[src/sv/sfwf_ram.sv]
// generic simple dual port ram, one write port and one registered read port
// depends on nothing
module sfwf_ram #(
	parameter int WIDTH = 8,
	parameter int DEPTH = 64
) (
	input  logic                     clk,
	input  logic                     we,
	input  logic [$clog2(DEPTH)-1:0] waddr,
	input  logic [WIDTH-1:0]         wdata,
	input  logic                     re,
	input  logic [$clog2(DEPTH)-1:0] raddr,
	output logic [WIDTH-1:0]         rdata
);

	logic [WIDTH-1:0] mem [DEPTH];

	always_ff @(posedge clk) begin
		if (we) begin
			mem[waddr] <= wdata;
		end
		if (re) begin
			rdata <= mem[raddr];
		end
	end

endmodule

[config.mk]
export PLATFORM = sky130hd
export DESIGN_NAME = sfwf_ram
export DESIGN_NICKNAME = d
export VERILOG_FILES = /design/src/sv/sfwf_ram.sv
export SDC_FILE = /design/constraint.sdc
export NUM_CORES = 1
export LEC_CHECK = 0
export BUFFER_PORTS_ARGS = -buffer_cell sky130_fd_sc_hd__clkbuf_2
export CAP_MARGIN = 20
export CORE_UTILIZATION = 50
export CTS_BUF_LIST = sky130_fd_sc_hd__clkbuf_4 sky130_fd_sc_hd__clkbuf_8
export DETAILED_ROUTE_END_ITERATION = 7
export PLACE_DENSITY = 0.66
export SLEW_MARGIN = 20
export SYNTH_ARGS = -nofsm -noshare
export SYNTH_HDL_FRONTEND = slang
export SYNTH_SLANG_ARGS = --single-unit
[constraint.sdc]
create_clock -name clk -period 3.2 [get_ports clk]
set_input_delay 0.96 -clock clk [delete_from_list [all_inputs] [get_ports clk]]
set_output_delay 0.96 -clock clk [all_outputs]
set_load 0.02 [all_outputs]
== Word-level counts from Yosys, hierarchy flattened ==
Memories as Yosys holds them, arrays and structs flattened. A register that Yosys moved wholly into a read port is not among the register bits.
Index checks and enable logic that the tools add are counted.

* Reduce and logical (&&, ||, !) cells: 0
* Bitwise gates (word level): 0
* Order comparisons: 0
* Multiplexer cells: 2
* Multipliers: 0
* Shift operators: 0
* Equal/unequal tests: 0
* Add/subtract/negate cells: 0
* Divide/modulo/power cells: 0

{| class="wikitable"
|+ Operators with widths
! operator !! count
|-
| 1-bit two-way mux || 2
|}

* Memory bits (read-only): 0
* Latch bits: 0
* Word-level logic and storage cells: 3
* Register bits: 0
* RAM bits: 512
* Memories kept: 1

{| class="wikitable"
|+ Memories
! memory !! words !! bits a word !! rd ports !! clocked after memory_dff !! write ports !! line !! text
|-
| mem || 64 || 8 || 1 || 1 || 1 || 16 || <nowiki>logic [WIDTH-1:0] mem [DEPTH];</nowiki>
|}

== Logic depth before layout (Yosys ltp) ==
Gate-level depths: netlist of run 1.

* Depth in word-level cells: 2
* Mapped depth: 9
* Mapped depth without buffers: 5

== Worst setup path before layout of run 1 ==
Ideal clock, no wire load.

* Path type: input port to flip-flop
* From: input raddr[1]
* To: register rdata[3], read port of mem (data pin)
* Library setup time: 266 ps
* Path slack: 434 ps
* Arrival: 2,500 ps
* Stages on the path: 7
* Required time: 2,934 ps
* Path through: buf_4 -> buf_2 -> buf_2 -> mux4_2 -> mux4_2 -> o21ai_1 -> o41ai_1

{| class="wikitable"
|+ RTL lines
! element !! line !! text
|-
| start: declaration || 12 || <nowiki>input logic [$clog2(DEPTH)-1:0] raddr,</nowiki>
|-
| end: declaration || 13 || <nowiki>output logic [WIDTH-1:0] rdata</nowiki>
|}

==> flow_metrics.tcl, run 1 <==
set metrics [dict create \
    status "complete, no violations" \
    synth-seq-cells 520 \
    rows 73 \
    place.port_buffers 30 \
    seqCellArea_um2 15600 \
    wirelength_per_cell_um 26.2 \
    grt_pass1_wl_um 66500 \
    critical_path.startpoint_type "input port" \
    layout_common_cells "edfxtp_1, mux4_2, buf_4" \
    power.share.switching_pct 21.2 \
    max-slew-margin-rel_pct 40.4 \
    powerDensity_nw_per_um2 578 \
    tritoncts_clock_tree "built" \
    post_route_cells_drive_above_1_share_pct 34.9 \
    chipHeight_um 203 \
    cts-hold-fix-buffers 0 \
    cap_viol_max_count 0 \
    synth_enable_flop_cells 520 \
    ctsHtreeMaxLevel 3 \
    layout.cells.most_common "edfxtp_1" \
    clock_power_share_pct 38.2 \
    seqPwrFrac_pct 56.2 \
    boundaryPins 31 \
    worstSetupEndpoint "rdata[7]$_DFFE_PP_" \
    synth_cell_type_count 39 \
    netlist.top_cell.by_area "edfxtp_1" \
    via_per_inst 5.91 \
    syn-cell-area_um2 20200 \
    area_growth_synth_to_finish_pct 15.3 \
    die-area_um2 41300 \
    ant_nets 0 \
    crit_path_max_fanout 11 \
    fin_worst_hold_slack_ps 739 \
    via_count_of_the_first_global_routing_pass 10243 \
    post_synth_inst_count 940 \
    cts_setup_buffers 0 \
    hold_viol_final 0 \
    power_switching_mw 2.86 \
    postSynth.topFlopCell "edfxtp_1" \
    yosys-top-cells-area "edfxtp_1, mux4_2, nor2_1, mux2i_1, mux2_2" \
    gpl.final_weighted_congestion 0.871 \
    power_frac_comb_pct 5.6 \
    drv_slew 0 \
    routed_wl_um 44800 \
    critical_path_arrival_ps 2910 \
    timing.rr.end "rdata[7]$_DFFE_PP_" \
    finalCoreUtilization_pct 58.6 \
    antenna_violations_before_repair 0 \
    synthDominantCellAreaShare_pct 77.1 \
    dieWidth_um 203 \
    ir_worst_vdd_uv 272 \
    synth_async_sr_flop_share_pct 0 \
    internal_power_mw 10.6 \
    clkTransAtPathRegs_ps 60 \
    gr-usage-all-layers_pct 22.6 \
    placeableCoreArea_um2 39800 \
    finish.net_count 1151 \
    synthesis.nets 963 \
    finClkSkew_ps 21.2 \
    dp_hpwl_um 28400 \
    drtIter0Drc 951 \
    synth-warning-count 0 \
    setup.worst_path.start "raddr[0]" \
    kind_of_critical_path "input port to flop" \
    cp_data_required_time_ps 3560 \
    rr_startpoint "mem[54][7]$_DFFE_PP_" \
    clk_path_buf_depth 3 \
    min_clock_period_post_route_ps 2550 \
    worstHoldPathType "input port to flop" \
    ff2ff_setup_slack_ps 1140 \
    finalSetupViolCount 0 \
    drc_errors 0 \
    yosysSeqAreaShare_pct 77.1 \
    worst_setup_path_end_kind "flop" \
    multi_input_area_um2 4320 \
    worst_r2r_path_depth 4 \
    vias 10095 \
    grt_remaining_overflow 0 \
    detailedRoute.firstPassIterationCount 5 \
    inserted_clock_buffers 81 \
    grt_setup_unrepaired "false" \
    postCtsResizedCells 0 \
    maximum_frequency_from_static_timing_analysis_ghz 0.392 \
    fraction_of_the_cycle_the_final_worst_path_needs_pct 79.8 \
    synth.avg_cell_area_um2 21.5 \
    initial_core_util_pct 50.8 \
    clock_insertion_delay_worst_skew_ps 620 \
    nFillCells 2941 \
    grt_max_degree 65 \
    worst_pin_slew_ps 894 \
    p_leak_nw 7.58 \
    sum_of_negative_setup_slack_ps 0 \
    cts.sinks 520 \
    cts_root_buf "clkbuf_8" \
]
==> cell families (layout without fill, tap and decap cells) <==
logic type | count (synthesis) | in the layout | synth area share [%]
AOI/OAI and AO/OA | 54 | 54 | 2.06
muxes | 162 | 162 | 15.9
other | 0 | 2 | 0
DFF | 520 | 520 | 77.1
buffers and inverters | 51 | 292 | 1.56
and+or+nand+nor | 153 | 153 | 3.37
==> state kept, by name, indices dropped and copies added, names as in the netlist <==
signal  cells
mem       512
rdata       8
==> through the flow <==
step	instance area (µm²)	worst slack, ps	instances	total power, mW
detailed placement	21900	4.07	1570	8.48
finish	23300	648	1708	13.5
global route	23300	601	1706	14.0
global placement	21900	-1.41	1570	8.47
CTS	23300	691	1706	13.6
floorplan	20200	434	940	8.12
==> per-layer routing <==
layer	wire, µm	GRT usage (%)
met1	18800	32.3
met2	21500	34.6
met3	3330	5.18
met4	1120	7.76
met5	0	0
==> synth_stat cells, types with 3 or more instances <==
cell type / count
edfxtp_1: 520
mux4_2: 126
nor2_1: 83
mux2i_1: 23
nand2_1: 19
clkbuf_1: 17
nor2b_1: 14
buf_4: 13
mux2_2: 13
nand3_1: 13
buf_2: 11
o221ai_1: 8
o22ai_1: 8
nand2b_1: 7
nor3_1: 7
a221oi_1: 6
a211oi_1: 4
buf_1: 4
buf_6: 4
a21oi_1: 3
a22oi_1: 3
nand3b_1: 3
o2111ai_1: 3
o2bb2ai_1: 3
==> cell type report <==
class / count / area share, %
sequential: 520 / 66.9
multi-input combinational: 369 / 18.5
clock buffer: 113 / 5.94
timing repair buffer: 156 / 5.45
tap: 525 / 2.81
clock inverter: 23 / 0.397
antenna: 2 / 0.0214
==> critical path: stages <==
cell      delay (ps)
clkbuf_8         240
buf_12           200
mux4_2           540
mux4_2           520
o21ai_0          340
nand2_1           90
==> worst min-delay path by stage <==
stage / startpoint / endpoint / slack [ps] / cells past startpoint
floorplan: mem[34][0]$_DFFE_PP_ / rdata[0]$_DFFE_PP_ / 800 / 4
finish: re / rdata[2]$_DFFE_PP_ / 740 / 1
global placement: mem[22][2]$_DFFE_PP_ / rdata[2]$_DFFE_PP_ / 920 / 4
detailed placement: mem[19][2]$_DFFE_PP_ / rdata[2]$_DFFE_PP_ / 930 / 4
global route: re / rdata[2]$_DFFE_PP_ / 710 / 1
CTS: re / rdata[2]$_DFFE_PP_ / 700 / 1
==> power groups by stage <==
| stage | clock [mW] | sequential [mW] | combinational, mW |
|---|---|---|---|
| after floorplan | 0 | 7.72 | 0.402 |
| after global placement | 0 | 7.72 | 0.751 |
| after detailed placement | 0 | 7.72 | 0.761 |
| after CTS | 5.29 | 7.58 | 0.763 |
| after global routing | 5.58 | 7.58 | 0.806 |
| final | 5.16 | 7.58 | 0.754 |
Note: power is estimated with default switching activity, not from simulation.
==> inputs of run 2 (changes only) <==
- PLACE_DENSITY: 0.66 -> 0.68
- clock period: 3.2 -> 2.2 ns (I/O delays scaled with it)
==> run 2 against run 1 <==
Against the previous run: sequential power rose by 45%; wire length fell by 0.36%; non-clock buffer count rose by 45; sequential cell count did not move; final area rose by 1.7%; register-to-register slack got worse by 1000 ps; sequential share of layout area fell by 1.1 points; setup slack got worse by 610 ps; clock skew rose by 8.7 ps; final cell count rose by 3.5%; first-iteration DRC count rose by 14%.
==> flow_metrics.tcl, run 2 (synthesized netlist as in run 1, its figures left out) <==
set metrics [dict create \
    seqPwrFrac_pct 55.5 \
    rows 73 \
    area_growth_synth_to_finish_pct 17.2 \
    clock_insertion_delay_worst_skew_ps 640 \
    inserted_clock_buffers 82 \
    tritoncts_clock_tree "built" \
    dieWidth_um 203 \
    antenna_violations_before_repair 1 \
    worst_pin_slew_ps 749 \
    worst_setup_path_end_kind "flop" \
    placeableCoreArea_um2 39800 \
    layout.cells.most_common "edfxtp_1" \
    powerDensity_nw_per_um2 836 \
    critical_path_arrival_ps 2540 \
    cts_root_buf "clkbuf_8" \
    ant_nets 0 \
    clk_path_buf_depth 3 \
    largest-register "mem" \
    grt_remaining_overflow 0 \
    status "complete, no violations" \
    max-slew-margin-rel_pct 50.1 \
    worstHoldPathType "input port to flop" \
    cts-hold-fix-buffers 0 \
    reg.largest.list "mem: 512 flops, rdata: 8 flops" \
    cpPeakStageDelay_ps 540 \
    cts.sinks 520 \
    cp_data_required_time_ps 2570 \
    crit_path_max_fanout 22 \
    grt_setup_unrepaired "false" \
    power_switching_mw 4.38 \
    drtIter0Drc 1087 \
    drv_slew 0 \
    maximum_frequency_from_static_timing_analysis_ghz 0.462 \
    fin_ws_ps 35.4 \
    power_frac_comb_pct 5.7 \
    finish.net_count 1197 \
    layout_common_cells "edfxtp_1, buf_4, mux4_2" \
    initial_core_util_pct 50.8 \
    ctsHtreeMaxLevel 3 \
    detailedRoute.firstPassIterationCount 5 \
    clock_power_share_pct 38.8 \
    grt_max_degree 65 \
    drc_errors 0 \
    kind_of_critical_path "input port to flop" \
    p_leak_nw 7.82 \
    finalCoreUtilization_pct 59.6 \
    ir_worst_vdd_uv 394 \
    chipHeight_um 203 \
    post_layout_inst_area_um2 23700 \
    post_route_cells_drive_above_1_share_pct 37.8 \
    gpl.final_weighted_congestion 0.857 \
    vias 10298 \
    wirelength_per_cell_um 25.2 \
    cap_viol_max_count 0 \
    crit_path_cell_trace "clkbuf_8 > buf_16 > mux4_2 > mux4_2 > o21ai_1 > o41ai_1" \
    dp_cells 1615 \
    gr-usage-all-layers_pct 22.5 \
    worst_path_most_repeated_cell "mux4_2" \
    via_count_of_the_first_global_routing_pass 10526 \
    hold_viol_final 0 \
    largest_register_ff_count 512 \
    dp_hpwl_um 28000 \
    finalSetupViolCount 0 \
    place_area_um2 22200 \
    place.port_buffers 30 \
    preCtsSetupSlack_ps -617 \
    grt_pass1_wl_um 66700 \
    final-instance-count-excl-fill 1767 \
    boundaryPins 31 \
    finClkSkew_ps 30.0 \
    internal_power_mw 15.5 \
    clkTransAtPathRegs_ps 60 \
    sum_of_negative_setup_slack_ps 0 \
    ff2ff_setup_slack_ps 120 \
    routed_wl_um 44600 \
    via_per_inst 5.83 \
    critical_path.startpoint_type "input port" \
    power.share.switching_pct 22.1 \
    worst_path_max_delay_cell "mux4_2" \
    fraction_of_the_cycle_the_final_worst_path_needs_pct 98.4 \
    die-area_um2 41300 \
    min_clock_period_post_route_ps 2160 \
]
[run 2: cell count changes in the layout (fill, tap and decap cells not counted), moves of 4 or more]
| cell | delta |
|---|---|
| buf_4 | +48 |
| clkinv_2 | +12 |
| clkbuf_4 | -7 |
| clkinv_1 | +5 |
| clkinvlp_4 | +5 |
| buf_12 | -4 |
[run 2: path summary, 6_finish.rpt]
path	startpoint	end	cells past startpoint
worst max-delay path	raddr[0]	rdata[3]$_DFFE_PP_	6
worst min-delay path	re	rdata[1]$_DFFE_PP_	1
worst max register to register	mem[29][6]$_DFFE_PP_	rdata[6]$_DFFE_PP_	5
worst min register to register	mem[30][6]$_DFFE_PP_	rdata[6]$_DFFE_PP_	3
[run 2: power by group through the flow]
stage | combinational, mW | clock [mW] | sequential (mW)
CTS | 1.14 | 7.84 | 11.0
detailed placement | 1.13 | 0 | 11.2
finish | 1.13 | 7.69 | 11.0
floorplan | 0.592 | 0 | 11.2
global route | 1.20 | 8.29 | 11.0
global placement | 1.12 | 0 | 11.2
[run 2: timing repair]
item	CTS	global route
gates resized for setup	0	6
setup endpoints to repair	0	3
buffers inserted	0	0
[run 2: worst max-delay path: cells and delay by family]
family | cells | cell delay [ps]
AOI/OAI and AO/OA | 2 | 340
buffers and inverters | 2 | 480
muxes | 2 | 1030
[run 2: cell type report]
type	instances	area, µm²
Clock buffer	103	1290
Sequential cell	520	15600
Tap cell	525	657
Multi-Input combinational cell	369	4330
Fill cell	2881	16100
Clock inverter	47	248
Antenna cell	2	5.00
Timing Repair Buffer	201	1580
[run 2: per-stage QoR]
stage | total power [mW] | hold WS (ps)
finish | 19.8 | 404
global route | 20.5 | 385
CTS | 20.0 | 369
detailed placement | 12.4 | 905
global placement | 12.3 | 894
floorplan | 11.8 | 759
[run 2: routing by layer]
metal	vias to the layer above	global-route usage, %	part of all wire (%)
met2	421	34.8	48
li1	4423	-	-
met3	85	4.47	7.9
met5	-	0	0
met1	5369	31.7	41
met4	0	9.02	3.2
==> inputs of run 3 (changes only) <==
- CTS_BUF_LIST: sky130_fd_sc_hd__clkbuf_4 sky130_fd_sc_hd__clkbuf_8 -> default
==> run 3 against run 2 <==
Against the previous run: setup slack improved by 13 ps; sequential share of layout area decreased by 0.36 points; wire length rose by 0.86%; final area is 0.55% higher; worst hold slack better by 44 ps; register-to-register slack got worse by 30 ps; largest cell class unchanged; clock power is 11% higher.
==> flow_metrics.tcl, run 3 (synthesized netlist as in run 1, its figures left out) <==
set metrics [dict create \
    drc_errors 0 \
    detailedRoute.firstPassIterationCount 7 \
    powerDensity_nw_per_um2 868 \
    wirelength_per_cell_um 26.3 \
    reg.largest.list "mem: 512 flops, rdata: 8 flops" \
    initial_core_util_pct 50.8 \
    grt_max_degree 65 \
    cap_viol_max_count 0 \
    post_route_cells_drive_above_1_share_pct 34.8 \
    largest-register "mem" \
    grt_pass1_wl_um 67000 \
    sum_of_negative_setup_slack_ps 0 \
    via_count_of_the_first_global_routing_pass 10352 \
    place.port_buffers 30 \
    antenna_violations_before_repair 1 \
    timing.rr.end "rdata[4]$_DFFE_PP_" \
    finish.net_count 1167 \
    boundaryPins 31 \
    gpl.final_weighted_congestion 0.857 \
    dp_hpwl_um 28000 \
    kind_of_critical_path "input port to flop" \
    layout.cells.most_common "edfxtp_1" \
    die-area_um2 41300 \
    ctsHtreeMaxLevel 2 \
    drtIter0Drc 1009 \
    cts-hold-fix-buffers 0 \
    vias 10160 \
    clkTransAtPathRegs_ps 70 \
    clock_insertion_delay_worst_skew_ps 590 \
    setup.worst_path.start "raddr[0]" \
    via_per_inst 5.94 \
    finalSetupViolCount 0 \
    cts.sinks 520 \
    grt_remaining_overflow 0 \
    chipHeight_um 203 \
    drv_slew 0 \
    finalCoreUtilization_pct 59.9 \
    rows 73 \
    ff2ff_setup_slack_ps 90 \
    worstSetupEndpoint "rdata[2]$_DFFE_PP_" \
    routed_wl_um 45000 \
    post-layout-total-power_mw 20.7 \
    worst_pin_slew_ps 768 \
    largest_register_ff_count 512 \
    fin_ws_ps 48.8 \
    hold_viol_final 0 \
    worstHoldPathType "input port to flop" \
    gr-usage-all-layers_pct 22.6 \
    layout_common_cells "edfxtp_1, buf_4, mux4_2" \
    ir_worst_vdd_uv 640 \
    worst_r2r_path_depth 5 \
    max-slew-margin-rel_pct 48.8 \
    grt_setup_unrepaired "false" \
    worst_setup_path_end_kind "flop" \
    critical_path_arrival_ps 2490 \
    fraction_of_the_cycle_the_final_worst_path_needs_pct 97.8 \
    fin_worst_hold_slack_ps 448 \
    rr_startpoint "mem[17][4]$_DFFE_PP_" \
    status "complete, no violations" \
    crit_path_max_fanout 15 \
    p_leak_nw 7.82 \
    cp_data_required_time_ps 2540 \
    clk_path_buf_depth 3 \
    whs_path_depth 1 \
    cts_root_buf "clkbuf_16" \
    inserted_clock_buffers 50 \
    critical_path.startpoint_type "input port" \
    ant_nets 0 \
    preCtsSetupSlack_ps -617 \
    finClkSkew_ps 13.1 \
    placeableCoreArea_um2 39800 \
    min_clock_period_post_route_ps 2150 \
    tritoncts_clock_tree "built" \
    maximum_frequency_from_static_timing_analysis_ghz 0.465 \
    area_growth_synth_to_finish_pct 17.9 \
    dieWidth_um 203 \
]
-- run 3: cell types whose count changed in the layout (fill, tap and decap cells not counted), sizes merged --
cell and delta:
clkbuf -41, clkinv -17, bufinv +4, clkinvlp -3, buf +2, inv -1
-- run 3: timing repair --
action	in CTS	in global routing
cloned	1	0
setup endpoints to repair	1	4
buffers inserted	1	0
gates resized for setup	3	5
-- run 3: per-stage QoR --
stage	cells	cell area, µm²
global placement	1615	22200
finish	1711	23900
floorplan	940	20300
detailed placement	1615	22200
CTS	1709	23800
global route	1710	23900
-- run 3: final cells by class --
cell class,count,area [µm²]
Antenna cell,2,5.00
Clock buffer,62,1360
Clock inverter,30,267
Fill cell,2871,16000
Multi-Input combinational cell,369,4330
Sequential cell,520,15600
Tap cell,525,657
Timing Repair Buffer,203,1630
-- run 3: worst min path at each step --
stage	start	end	slack [ps]
detailed placement	mem[30][4]$_DFFE_PP_	rdata[4]$_DFFE_PP_	900
CTS	re	rdata[7]$_DFFE_PP_	430
global placement	mem[30][4]$_DFFE_PP_	rdata[4]$_DFFE_PP_	890
floorplan	wdata[0]	mem[0][0]$_DFFE_PP_	760
global route	re	rdata[7]$_DFFE_PP_	440
finish	re	rdata[1]$_DFFE_PP_	450
-- run 3: layer usage --
metal	global-route usage, %	wire length, µm	share of wire (%)	vias up
li1	-	-	-	4342
met2	35.5	22000	49	428
met1	32.2	18600	41	5313
met4	9.00	1500	3.3	0
met5	0	0	0	-
met3	3.37	2850	6.3	77
-- run 3: where the power goes --
part           internal (mW)  switching, mW  total (mW)
clock network           4.96           3.60        8.55
logic                  0.489          0.656        1.14
registers               11.0         0.0337        11.0
total                   16.4           4.29        20.7
-- run 3: worst max-delay path, cell delays in order --
cell and delay (ps):
clkbuf_16 200, buf_12 200, mux4_2 560, mux4_2 490, nor2_1 150, nor3_1 60, o2bb2ai_1 140
