[config.mk]
export PLATFORM = sky130hd
export DESIGN_NAME = sfwf_div
export DESIGN_NICKNAME = d
export VERILOG_FILES = /design/src/sv/sfwf_pkg.sv /design/src/sv/sfwf_div.sv
export SDC_FILE = /design/constraint.sdc
export NUM_CORES = 1
export LEC_CHECK = 0
export ABC_AREA = 1
export BUFFER_PORTS_ARGS = -buffer_cell sky130_fd_sc_hd__buf_2
export CAP_MARGIN = 5
export CORE_ASPECT_RATIO = 1.2
export CORE_UTILIZATION = 30
export DETAILED_ROUTE_END_ITERATION = 8
export GPL_TIMING_DRIVEN = 0
export PLACE_DENSITY = 0.47
export SETUP_SLACK_MARGIN = 0.3
export SLEW_MARGIN = 15
export SYNTH_ARGS = -nofsm -noshare
export SYNTH_HDL_FRONTEND = slang
export SYNTH_SLANG_ARGS = --single-unit
[constraint.sdc]
create_clock -name clk -period 3.7 [get_ports clk]
set_input_delay 0.37 -clock clk [delete_from_list [all_inputs] [get_ports clk]]
set_output_delay 0.37 -clock clk [all_outputs]
set_load 0.005 [all_outputs]
[src/sv/sfwf_pkg.sv]
// shared constants, types and controller states for the sliding window flow features block
// depends on nothing; imported by sfwf_ram users, sfwf_div and sliding_window_flow_features
package sfwf_pkg;

	localparam int WINDOW   = 64;
	localparam int ADDR_W   = $clog2(WINDOW);
	localparam int CNT_W    = $clog2(WINDOW + 1);
	localparam int TS_W     = 40;
	localparam int SZ_W     = 16;
	localparam int RAM_W    = TS_W + SZ_W;
	localparam int TOT_W    = SZ_W + $clog2(WINDOW);
	localparam int SUM_W    = TS_W + $clog2(WINDOW);
	localparam int SQ_W     = 2 * TS_W + $clog2(WINDOW);
	localparam int NUM_W    = SQ_W + CNT_W;
	localparam int PROD_W   = SQ_W + SUM_W;
	localparam int HALF_W   = TS_W / 2;
	localparam int DVD_W    = NUM_W;
	localparam int DVS_W    = TS_W;
	localparam int ROOT_W   = TS_W + 1;
	localparam int SQV_W    = 2 * ROOT_W;
	localparam int REM_W    = ROOT_W + 3;
	localparam int STEP_W   = $clog2(SUM_W);
	localparam int US_W     = 20;
	localparam int PRATE_W  = 26;
	localparam int BRATE_W  = 42;
	localparam int FILL_W   = 7;
	localparam int FILL_MAX = 127;
	localparam logic [US_W-1:0] US_PER_S = US_W'(1000000);

	typedef enum logic [3:0] {
		ST_IDLE,
		ST_SWEEP,
		ST_DRAIN,
		ST_SQR,
		ST_NUM,
		ST_PREP,
		ST_VAR,
		ST_SQRT,
		ST_MEAN,
		ST_PRATE,
		ST_BRATE,
		ST_SIZE,
		ST_OUT
	} st_t;

	typedef struct packed {
		logic             start;
		logic [DVD_W-1:0] dividend;
		logic [DVS_W-1:0] divisor;
	} div_req_t;

	typedef struct packed {
		logic             busy;
		logic             done;
		logic [DVD_W-1:0] quotient;
	} div_rsp_t;

endpackage

[src/sv/sfwf_div.sv]
// shared restoring divider, one quotient bit per cycle
// depends on sfwf_pkg
module sfwf_div (
	input  logic               clk,
	input  logic               arst_n,
	input  sfwf_pkg::div_req_t req,
	output sfwf_pkg::div_rsp_t rsp
);
	import sfwf_pkg::*;

	localparam int DCNT_W = $clog2(DVD_W);

	logic [DVD_W-1:0]  dvd_q;
	logic [DVS_W-1:0]  dvs_q;
	logic [DVS_W-1:0]  rem_q;
	logic [DCNT_W-1:0] cnt_q;
	logic              busy_q;
	logic              done_q;
	logic [DVS_W:0]    trial;
	logic [DVS_W:0]    diff;
	logic              take;
	logic [DVS_W-1:0]  rem_nx;

	always_comb begin
		trial  = {rem_q, dvd_q[DVD_W-1]};
		diff   = trial - {1'b0, dvs_q};
		take   = (trial >= {1'b0, dvs_q});
		rem_nx = take ? diff[DVS_W-1:0] : trial[DVS_W-1:0];
	end

	always_ff @(posedge clk or negedge arst_n) begin
		if (!arst_n) begin
			busy_q <= 1'b0;
			done_q <= 1'b0;
			cnt_q  <= '0;
		end else if (req.start) begin
			busy_q <= 1'b1;
			done_q <= 1'b0;
			cnt_q  <= '0;
		end else if (busy_q) begin
			cnt_q <= cnt_q + 1'b1;
			if (cnt_q == DCNT_W'(DVD_W - 1)) begin
				busy_q <= 1'b0;
				done_q <= 1'b1;
			end
		end else begin
			done_q <= 1'b0;
		end
	end

	always_ff @(posedge clk) begin
		if (req.start) begin
			dvd_q <= req.dividend;
			dvs_q <= req.divisor;
			rem_q <= '0;
		end else if (busy_q) begin
			dvd_q <= {dvd_q[DVD_W-2:0], take};
			rem_q <= rem_nx;
		end
	end

	assign rsp.busy     = busy_q;
	assign rsp.done     = done_q;
	assign rsp.quotient = dvd_q;

endmodule

# Word-level counts from Yosys, hierarchy flattened
# Index checks and enable logic that the tools add are counted.
# word_totals
register_bits	182
in_bits	136
output_inout_bits	95
wordCells	23
# classes
n_addsub	2
order_cmp	1
n_eq_ne	2
n_mux	11
reduce_logical	1
# ops
operator	count
2-to-1 mux 93 bit	2
greater-or-equal comparator 41 x 40 -> 1 bit	1
2-to-1 mux 40 bit	1
subtractor 40 bit	1
2-to-1 mux 7 bit	2
adder 7 x 1 -> 7 bit, second input constant	1
== test 7 bit, second input constant	1
2-to-1 mux 1 bit	6
!= test 3 x 2 -> 1 bit, second input constant	1
nonzero test 2 bit	1

# Depth between registers and ports, before layout
# Gate-level depths: netlist of run 1.
# logic_depth
ltp_word	4
depth_mapped	17
depth_no_buf	17

# Worst setup path before layout of run 1
# OpenSTA, ideal clock, no wires.
# synth_path
path_type	input port to flip-flop
from	input port req[133] in the netlist's numbering
to	register dvd_q[0] (enable)
setup_ns	0.495
arrival_time_ns	3.515
t_required_ns	3.205
setup_slack_ns	-0.310
stages	4
n_path_buf	2
path_cell_list	clkbuf_1 nor2_1 inv_1 clkbuf_1
# synth_via
elab_chain_cells	1
# synth_lines
item	line_no	rtl
start: declaration	sfwf_div.sv:6	input sfwf_pkg::div_req_t req,
nonzero test 2 bit (no line)	n/a	
end signal: assignment	sfwf_div.sv:53	dvd_q <= req.dividend;
end signal: assignment	sfwf_div.sv:57	dvd_q <= {dvd_q[DVD_W-2:0], take};
end: declaration	sfwf_div.sv:13	logic [DVD_W-1:0] dvd_q;
# No other way between the ends.
# A chain may end at the register's enable or synchronous reset.

# Worst setup path after layout of run 1
# layout_path
from	input port req[133] in the netlist's numbering
to	register dvd_q[13] (enable)
# The elaborated chain is that of the path after synthesis.

==> out/results.ini, run 1 <==
[global_routing]
grt_antenna_before_repair = 3
grt_pass1_wl_mm = 51.8
grt_start_max_net_pins = 94
grt_pass1_vias = 9888
grt-ovfl-total = 0
track_usage_pct = 18.1

[critical_path]
cp_cell_sequence = buf_2 -> clkbuf_1 -> nor2_1 -> inv_1 -> clkbuf_8 -> buf_16
cpMaxStageDelayCell = buf_2
critPathTopFamily = buffers and inverters
crit_required_ns = 3.80
r2r_setup_slack_ns = 1.27
crit_path_max_incr_delay_ns = 0.75
cp_data_arrival_time_ns = 2.59
cp-end-kind = flop
crit_fanout = 93
cp_num_buf_inv = 5
start_kind = input pin
worstSetupPathType = input pin to flop

[synthesis]
synth_area_um2 = 10900
ys_seq_area_share_pct = 46.0
synth_ff_type = edfxtp_1
synth_warnings = 0
synth_edf_count = 133
synth_seq_cells = 182
synthCells = 1474
yosys.cell_types.count = 40
async_reset_ff_share_pct = 4.95
syn_nets = 1653
syn-mean-instance-area_um2 = 7.40

[timing]
fin_hold_ws_ns = 0.0805
finalMaxSlewViolations = 0
fmax_ghz = 0.401
finalSetupViolCount = 0
tightest_slew_ns = 1.01
finalCritPeriodShare_pct = 67.3
rsz0062_at_grt = no
fin_crit_ns = 2.49
slew_headroom_pct = 32.8
fin_skew_ns = 0.0127
hold_violations = 0

[cells_and_area]
final_area_um2 = 13300
final_cell_mix = nand2_1 (672), buf_2 (238), inv_1 (222), edfxtp_1 (133), nand3_1 (87)
instances_no_fill = 2207
final_nets = 1904
area_growth_pct = 21.9
filler_cell_count = 3918
drive_above_1_share_pct = 18.2
postLayoutCoreUtil_pct = 37.1
final_common_cell = nand2_1

[routing]
drc = 0
drt_iter0_drc = 486
drt-wirelength-per-cell_um = 14.7
dr.pass1.iters = 5
routed_wl_mm = 32.5
ant_nets = 0
vias = 9725
viasPerCell = 4.41

[status]
outcome = complete, no violations

[power_and_ir_drop]
irDropWorstVdd_v = 0.000364
p_leak_uw = 0.00708
power_density_nw_per_um2 = 576

[placed_design]
place_congestion = 0.887
hpwl_mm = 25.8
portBuffers = 230
placed_cells = 2173
place_area_um2 = 12700

[clocking]
cts_root_buf = clkbuf_16
cts_buffers = 17
postCtsSetupBuffers = 0
clk_latency_ns = 0.46
clock_sinks = 182
path_clk_slew_ns = 0.08
cts_tree = built
h-tree-depth = 4
cts-root-to-sink-buffers = 2

[flow_run]
drv_cap = 0

[floorplanning]
row_count = 76
ios = 231
die_w_um = 176
start_util_pct = 30.4
die_area_um2 = 37100
core_um2 = 35800
die_y_um = 211

[hold_path]
min_path_type = input pin to flop

Yosys cell counts (2+ instances only):
cell type / number / area, µm²
edfxtp_1: 133 / 3990
nand3_1: 87 / 435
and2_1: 2 / 12.5
nor3_1: 6 / 30.0
ha_1: 42 / 526
nand4_1: 4 / 25.0
inv_2: 5 / 18.8
xnor2_1: 21 / 184
nor2_1: 67 / 251
buf_4: 4 / 30.0
dfxtp_1: 40 / 801
nand3_2: 8 / 80.1
o21bai_1: 2 / 15.0
o21ai_1: 19 / 95.1
nand2_2: 4 / 25.0
clkbuf_1: 24 / 90.1
dfrtp_1: 9 / 225
a21oi_1: 26 / 130
o21ai_0: 13 / 65.1
inv_1: 222 / 833
buf_2: 8 / 40.0
a31oi_1: 3 / 18.8
nor2_2: 11 / 68.8
buf_6: 6 / 67.6
a21o_1: 2 / 15.0
nand2_1: 672 / 2520
nand3b_1: 21 / 158
registers in the layout, indices dropped and copies added, names as in the netlist:
signal / count
busy_q: 1
cnt_q: 7
done_q: 1
dvd_q: 93
dvs_q: 40
rem_q: 40
layout make-up:
class	instances	area [µm²]	area share (%)
Sequential cell	182	5020	37.8
Multi-Input combinational cell	1022	4810	36.2
Timing Repair Buffer	232	1190	8.94
Inverter	227	852	6.41
Tap cell	468	586	4.40
Clock buffer	23	522	3.92
Buffer	43	241	1.82
Clock inverter	9	76.3	0.574
Antenna cell	1	2.50	0.0188
routing by layer:
| metal | up-vias | GRT usage (%) | routed length, µm |
|---|---|---|---|
| li1 | 5080 | - | - |
| met1 | 4390 | 20.4 | 13400 |
| met2 | 224 | 32.2 | 16200 |
| met3 | 27 | 6.17 | 2220 |
| met4 | 4 | 5.04 | 541 |
| met5 | - | 0 | 24 |
report_power, final:
part	internal (µW)	total (µW)	switching, µW
sequential	2500	2660	163
clock	1020	1880	862
combinational	1190	3120	1930
total	4710	7660	2950
worst register-to-register path: cells and delay by family, from the launching register on:
kind	cells	cell delay, ns
and+or+nand+nor	7	0.83
buffers and inverters	4	0.51
adders and majority gates	1	0.36
DFF	1	0.32
AOI/OAI and AO/OA	1	0.14
what timing repair did:
action	4_1_cts	5_1_grt
hold endpoints to repair	9	0
hold buffers	1	0
resized for setup	0	0
final timing paths:
check                          start        end  cells after the start
max                         req[133]  dvd_q[13]                      6
min                          req[37]  dvs_q[37]                      1
min in group asynchronous     arst_n     busy_q                      2
min reg2reg                rem_q[27]  rem_q[27]                      2
max in group asynchronous     arst_n   cnt_q[0]                      2
max reg2reg                 dvs_q[8]   dvd_q[0]                     13
metrics by stage:
| step | worst slack, ns | total power [µW] | TNS (ns) |
|---|---|---|---|
| 2_1_floorplan | 1.21 | 4940 | 0 |
| 3_3_place_gp | -0.841 | 5840 | -83.11 |
| 3_5_place_dp | 0.556 | 5840 | 0 |
| 4_1_cts | 1.07 | 7780 | 0 |
| 5_1_grt | 0.960 | 8290 | 0 |
| 6_report | 1.21 | 7660 | 0 |
kinds of logic (layout without fill, tap and decap cells):
kind of cell / after synthesis / count (layout) / synth area share [%]
AND/OR/NAND/NOR: 887 / 887 / 33.7
other: 0 / 1 / 0
buffers and inverters: 270 / 534 / 9.93
XOR/XNOR: 22 / 22 / 1.77
flip-flops: 182 / 182 / 46.0
AO/OA/AOI/OAI: 70 / 70 / 3.58
adder cells (fa/ha/maj): 43 / 43 / 5.00
Power figures use the tool's default switching activity.
==> inputs of run 2 (changes only) <==
--- a/config.mk
+++ b/config.mk
@@ -12,7 +12,7 @@
 export CORE_UTILIZATION = 30
 export DETAILED_ROUTE_END_ITERATION = 8
 export GPL_TIMING_DRIVEN = 0
-export PLACE_DENSITY = 0.47
+export PLACE_DENSITY = 0.45
 export SETUP_SLACK_MARGIN = 0.3
 export SLEW_MARGIN = 15
 export SYNTH_ARGS = -nofsm -noshare
==> constraint.sdc (replaced) <==
create_clock -name clk -period 2.3 [get_ports clk]
set_input_delay 0.23 -clock clk [delete_from_list [all_inputs] [get_ports clk]]
set_output_delay 0.23 -clock clk [all_outputs]
set_load 0.005 [all_outputs]
==> out/results.ini, run 2 (synthesis gave the netlist of run 1 again) <==
[cells_and_area]
final_nets = 1983
area_growth_pct = 39.3
regMostFlops = dvd_q
final_cell_mix = nand2_1 (608), buf_2 (233), inv_1 (189), edfxtp_1 (133), nand3_1 (68)
final_common_cell = nand2_1
postLayoutCoreUtil_pct = 42.4
filler_cell_count = 3755
top_regs = dvd_q (93), dvs_q (40), rem_q (40)
drive_above_1_share_pct = 29.7
largest_reg_flops = 93

[timing]
fin_skew_ns = 0.0123
finalSetupViolCount = 0
fmax_ghz = 0.476
slew_headroom_pct = 66.0
hold_violations = 0
finalSetupTns_ns = 0
finalCritPeriodShare_pct = 91.3
finalMaxSlewViolations = 0
fin_crit_ns = 2.10
tightest_slew_ns = 0.510
rsz0062_at_grt = yes

[global_routing]
use_met3_pct = 5.65
grt_antenna_before_repair = 4
met1_usage_pct = 21.9
grt-busiest-layer = met2
use_met2_pct = 33.6
grt_start_max_net_pins = 94
grt-ovfl-total = 0
grt_pass1_vias = 10483
grt_pass1_wl_mm = 55.0
track_usage_pct = 19.2

[power_and_ir_drop]
irDropWorstVdd_v = 0.000600
p_leak_uw = 0.00765
power_density_nw_per_um2 = 915

[floorplanning]
ios = 231
die_area_um2 = 37100
start_util_pct = 30.4
core_um2 = 35800
die_w_um = 176
die_y_um = 211
row_count = 76

[critical_path]
endpoint = dvd_q[0]
worstReg2RegStart = dvs_q[22]
worstRegToRegCells = 11
crit_fanout = 5
startpoint = dvs_q[22]
crit_required_ns = 2.50
cp-end-kind = flop
r2r_setup_slack_ns = 0.20
worstSetupPathType = flop to flop
reg2reg_to = dvd_q[0]
start_kind = flop
cp_data_arrival_time_ns = 2.30

[clocking]
clk_latency_ns = 0.46
clock_sinks = 182
cts-root-to-sink-buffers = 2
cts_buffers = 17
h-tree-depth = 4
cts_root_buf = clkbuf_16
cts_tree = built
path_clk_slew_ns = 0.07

[placed_design]
place_congestion = 0.879
portBuffers = 230
hpwl_mm = 25.8

[routing]
drt-wirelength-per-cell_um = 15.3
drc = 2
viasPerCell = 4.43
ant_nets = 0
routed_wl_mm = 34.9
vias = 10136
dr.pass1.iters = 9
drt_iter0_drc = 491

[status]
failed_checks = design-rule violations
outcome = complete, but fails checks

[flow_run]
drv_cap = 0

[hold_path]
min_path_type = input pin to flop

==> run 2: changes by cell type in the layout (fill, tap and decap cells not counted), moves of 10 or more <==
cell	before	now
nand3_2	8	25
ha_1	42	3
nor2_1	67	52
nand2_4	1	11
nand2_1	672	608
nor2_4	1	14
buf_4	4	30
ha_4	0	39
inv_1	222	189
nand2_2	4	57
nand3_1	87	68
inv_2	5	38
dlygate4sd3_1	1	42
==> run 2: final cells by class <==
class | instances | area [µm²] | area share [%]
Antenna cell | 2 | 5.00 | 0.0329
Buffer | 43 | 344 | 2.26
Clock buffer | 20 | 458 | 3.01
Clock inverter | 12 | 93.8 | 0.618
Inverter | 227 | 852 | 5.61
Multi-Input combinational cell | 1022 | 5810 | 38.2
Sequential cell | 182 | 5020 | 33.0
Tap cell | 468 | 586 | 3.85
Timing Repair Buffer | 311 | 2020 | 13.3
==> run 2: per-layer routing <==
metal,part of all wire (%),vias to the layer above
met4,2.4,4
met1,42,4612
met5,0.077,-
li1,-,5240
met3,6.2,39
met2,49,241
==> run 2: metrics by stage <==
stage	setup WS, ns	cells	power (µW)	hold slack (ns)	area [µm²]
6_report	0.200	2287	13900	0.0376	15200
5_1_grt	0.0743	2286	14900	0.0147	15200
4_1_cts	0.202	2279	13800	0.00320	15000
3_5_place_dp	-0.687	2173	9420	0.100	12700
3_3_place_gp	-1.28	2172	9410	0.0997	12600
2_1_floorplan	0.365	1474	7950	-0.0656	10900
==> run 2: what timing repair did <==
item                                   in CTS  in global routing
cloned                                      4                  1
hold buffers                               42                  0
endpoints found under the hold margin      50                  0
setup buffers                              28                  5
resized for setup                         207                 52
setup endpoints to repair                 208                145
pin swaps                                  41                 14
==> run 2: power by group <==
group          switching, µW  internal (µW)
Sequential               369           4020
Clock                   1420           1470
Combinational           3660           2950
Total                   5460           8440
==> run 2: how the worst min path moves through the flow <==
stage	end	from	cells after the start	slack [ns]
after global placement	cnt_q[6]	arst_n	1	0.1
after detailed placement	cnt_q[6]	arst_n	1	0.10
after CTS	dvd_q[56]	req[96]	3	0.003
after floorplan	busy_q	arst_n	0	-0.07
after global routing	dvd_q[57]	req[97]	3	0.01
final	dvd_q[44]	req[84]	3	0.04
==> run 2: critical path: stages, from the launching register on <==
cell and delay (ns):
edfxtp_1 0.40, inv_2 0.09, ha_4 0.22, nand2_2 0.06, nand2_2 0.06, a21oi_2 0.16
a21boi_4 0.23, nand3_4 0.12, nand2_8 0.12, buf_12 0.15, clkbuf_16 0.16, a31oi_4 0.07
==> inputs of run 3 (changes only) <==
--- a/config.mk
+++ b/config.mk
@@ -9,10 +9,10 @@
 export BUFFER_PORTS_ARGS = -buffer_cell sky130_fd_sc_hd__buf_2
 export CAP_MARGIN = 5
 export CORE_ASPECT_RATIO = 1.2
-export CORE_UTILIZATION = 30
+export CORE_UTILIZATION = 45
 export DETAILED_ROUTE_END_ITERATION = 8
 export GPL_TIMING_DRIVEN = 0
-export PLACE_DENSITY = 0.45
+export PLACE_DENSITY = 0.64
 export SETUP_SLACK_MARGIN = 0.3
 export SLEW_MARGIN = 15
 export SYNTH_ARGS = -nofsm -noshare
==> out/results.ini, run 3 (synthesis gave the netlist of run 1 again) <==
[routing]
drc = 0
routed_wl_mm = 32.4
drt-wirelength-per-cell_um = 15.2
drt_iter0_drc = 457
vias = 10404
ant_nets = 0
viasPerCell = 4.87
dr.pass1.iters = 5

[cells_and_area]
final_cell_mix = nand2_1 (589), buf_2 (233), inv_1 (191), edfxtp_1 (133), nand2_2 (64)
instances_no_fill = 2136
drive_above_1_share_pct = 30.8
final_common_cell = nand2_1
top_regs = dvd_q (93), dvs_q (40), rem_q (40)
diodes = 0
final_nets = 1982
regMostFlops = dvd_q
largest_reg_flops = 93
area_growth_pct = 39.1
filler_cell_count = 2141

[placed_design]
hpwl_mm = 23.3
place_congestion = 0.921
placed_cells = 2024
portBuffers = 230

[critical_path]
worstRegToRegCells = 18
crit_required_ns = 2.64
reg2reg_to = rem_q[36]
worstSetupPathType = flop to flop
cp-end-kind = flop
start_kind = flop
worstReg2RegStart = dvs_q[8]
cp_data_arrival_time_ns = 2.43
r2r_setup_slack_ns = 0.21
crit_fanout = 5

[floorplanning]
die_w_um = 144
die_y_um = 173
start_util_pct = 45.7
row_count = 62
core_um2 = 23900
ios = 231
die_area_um2 = 24900

[power_and_ir_drop]
internal-power_uw = 8630
total_power_uw = 14300
pwr-share-clk_pct = 20.2
p_seq_share_pct = 30.8
p_leak_uw = 0.00776
irDropWorstVdd_v = 0.000520
power_density_nw_per_um2 = 940
sw_frac_of_total_pct = 39.6
p_sw_uw = 5650
combPwrFrac_pct = 49.0

[timing]
finalSetupViolCount = 0
slew_headroom_pct = 55.0
finalMaxSlewViolations = 0
fin_skew_ns = 0.0162
finalSetupTns_ns = 0
hold_violations = 0
fin_crit_ns = 2.09
finalCritPeriodShare_pct = 90.8
tightest_slew_ns = 0.672
fmax_ghz = 0.479
rsz0062_at_grt = yes

[flow_run]
drv_cap = 0

[clocking]
cts-root-to-sink-buffers = 2
cts_tree = built
cts_root_buf = clkbuf_16
cts_buffers = 17
h-tree-depth = 4
path_clk_slew_ns = 0.07
clk_latency_ns = 0.45
clock_sinks = 182

[status]
outcome = complete, no violations

[hold_path]
holdPathStages = 3
min_path_type = input pin to flop
min-delay-start = req[120]
whs_endpoint = dvd_q[80]

[global_routing]
grt_start_max_net_pins = 103
track_usage_pct = 26.3
grt-ovfl-total = 0
grt_pass1_vias = 10086
grt_antenna_before_repair = 2
grt_pass1_wl_mm = 50.3

run 3: worst max-delay path by stage:
| stage | startpoint | to | cells after the start |
|---|---|---|---|
| 2_1_floorplan | dvs_q[23] | rem_q[14] | 12 |
| 3_3_place_gp | req[133] | dvd_q[35] | 5 |
| 3_5_place_dp | req[133] | dvd_q[37] | 5 |
| 4_1_cts | dvs_q[18] | rem_q[33] | 14 |
| 5_1_grt | dvs_q[14] | rem_q[35] | 18 |
| 6_report | dvs_q[8] | rem_q[36] | 18 |
run 3: layout make-up:
cell class / count / area (µm²) / share of cell area [%]
Multi-Input combinational cell: 1022 / 6000 / 39.5
Sequential cell: 182 / 5020 / 33.1
Timing Repair Buffer: 310 / 2020 / 13.3
Inverter: 227 / 852 / 5.61
Clock buffer: 17 / 425 / 2.80
Tap cell: 320 / 400 / 2.64
Buffer: 43 / 339 / 2.23
Clock inverter: 15 / 128 / 0.841
run 3: what timing repair did:
action / in CTS / in global routing
gates resized for setup: 190 / 110
setup endpoints to repair: 204 / 102
gates cloned: 6 / 1
setup buffers: 27 / 5
endpoints found under the hold margin: 49 / 0
pin swaps: 27 / 51
hold buffers: 41 / 0
run 3: power groups by stage:
stage / Clock (µW) / Sequential (µW) / Combinational (µW)
3_3_place_gp: 0 / 4330 / 4920
5_1_grt: 3040 / 4450 / 7610
3_5_place_dp: 0 / 4340 / 4970
6_report: 2880 / 4400 / 7000
2_1_floorplan: 0 / 4310 / 3640
4_1_cts: 2910 / 4380 / 6360
run 3: per-layer routing:
layer  vias to the layer above  wire, µm  global-route usage (%)
met5                         -         0                       0
met4                         0      1350                    12.4
met3                        83      1890                    6.23
met2                       301     16100                    45.6
met1                      4785     13100                    30.2
li1                       5235         -                       -
run 3: per-stage QoR:
| stage | worst slack [ns] | hold WS, ns | cell area, µm² | utilization [%] |
|---|---|---|---|---|
| after global placement | -0.941 | 0.101 | 12500 | 52.2 |
| after CTS | 0.216 | 0.0347 | 14700 | 61.5 |
| after global routing | 0.109 | 0.0449 | 15200 | 63.5 |
| after detailed placement | -0.582 | 0.0993 | 12500 | 52.2 |
| after floorplan | 0.365 | -0.0656 | 10900 | - |
| final | 0.212 | 0.0478 | 15200 | 63.5 |
run 3: worst max-delay path, cell delays in order, from the launching register on:
cell and delay, ns:
edfxtp_1 0.38, inv_2 0.08, ha_4 0.23, nand2_2 0.07, nand2_2 0.08, inv_2 0.07, nand2_2 0.06, inv_2 0.07
nand3_4 0.10, nand2_4 0.10, nand3_4 0.10, nand2_8 0.12, buf_12 0.14, clkbuf_16 0.15, nand3_2 0.05, nand2_1 0.06
inv_1 0.04, nand2_1 0.05, nand2_1 0.04
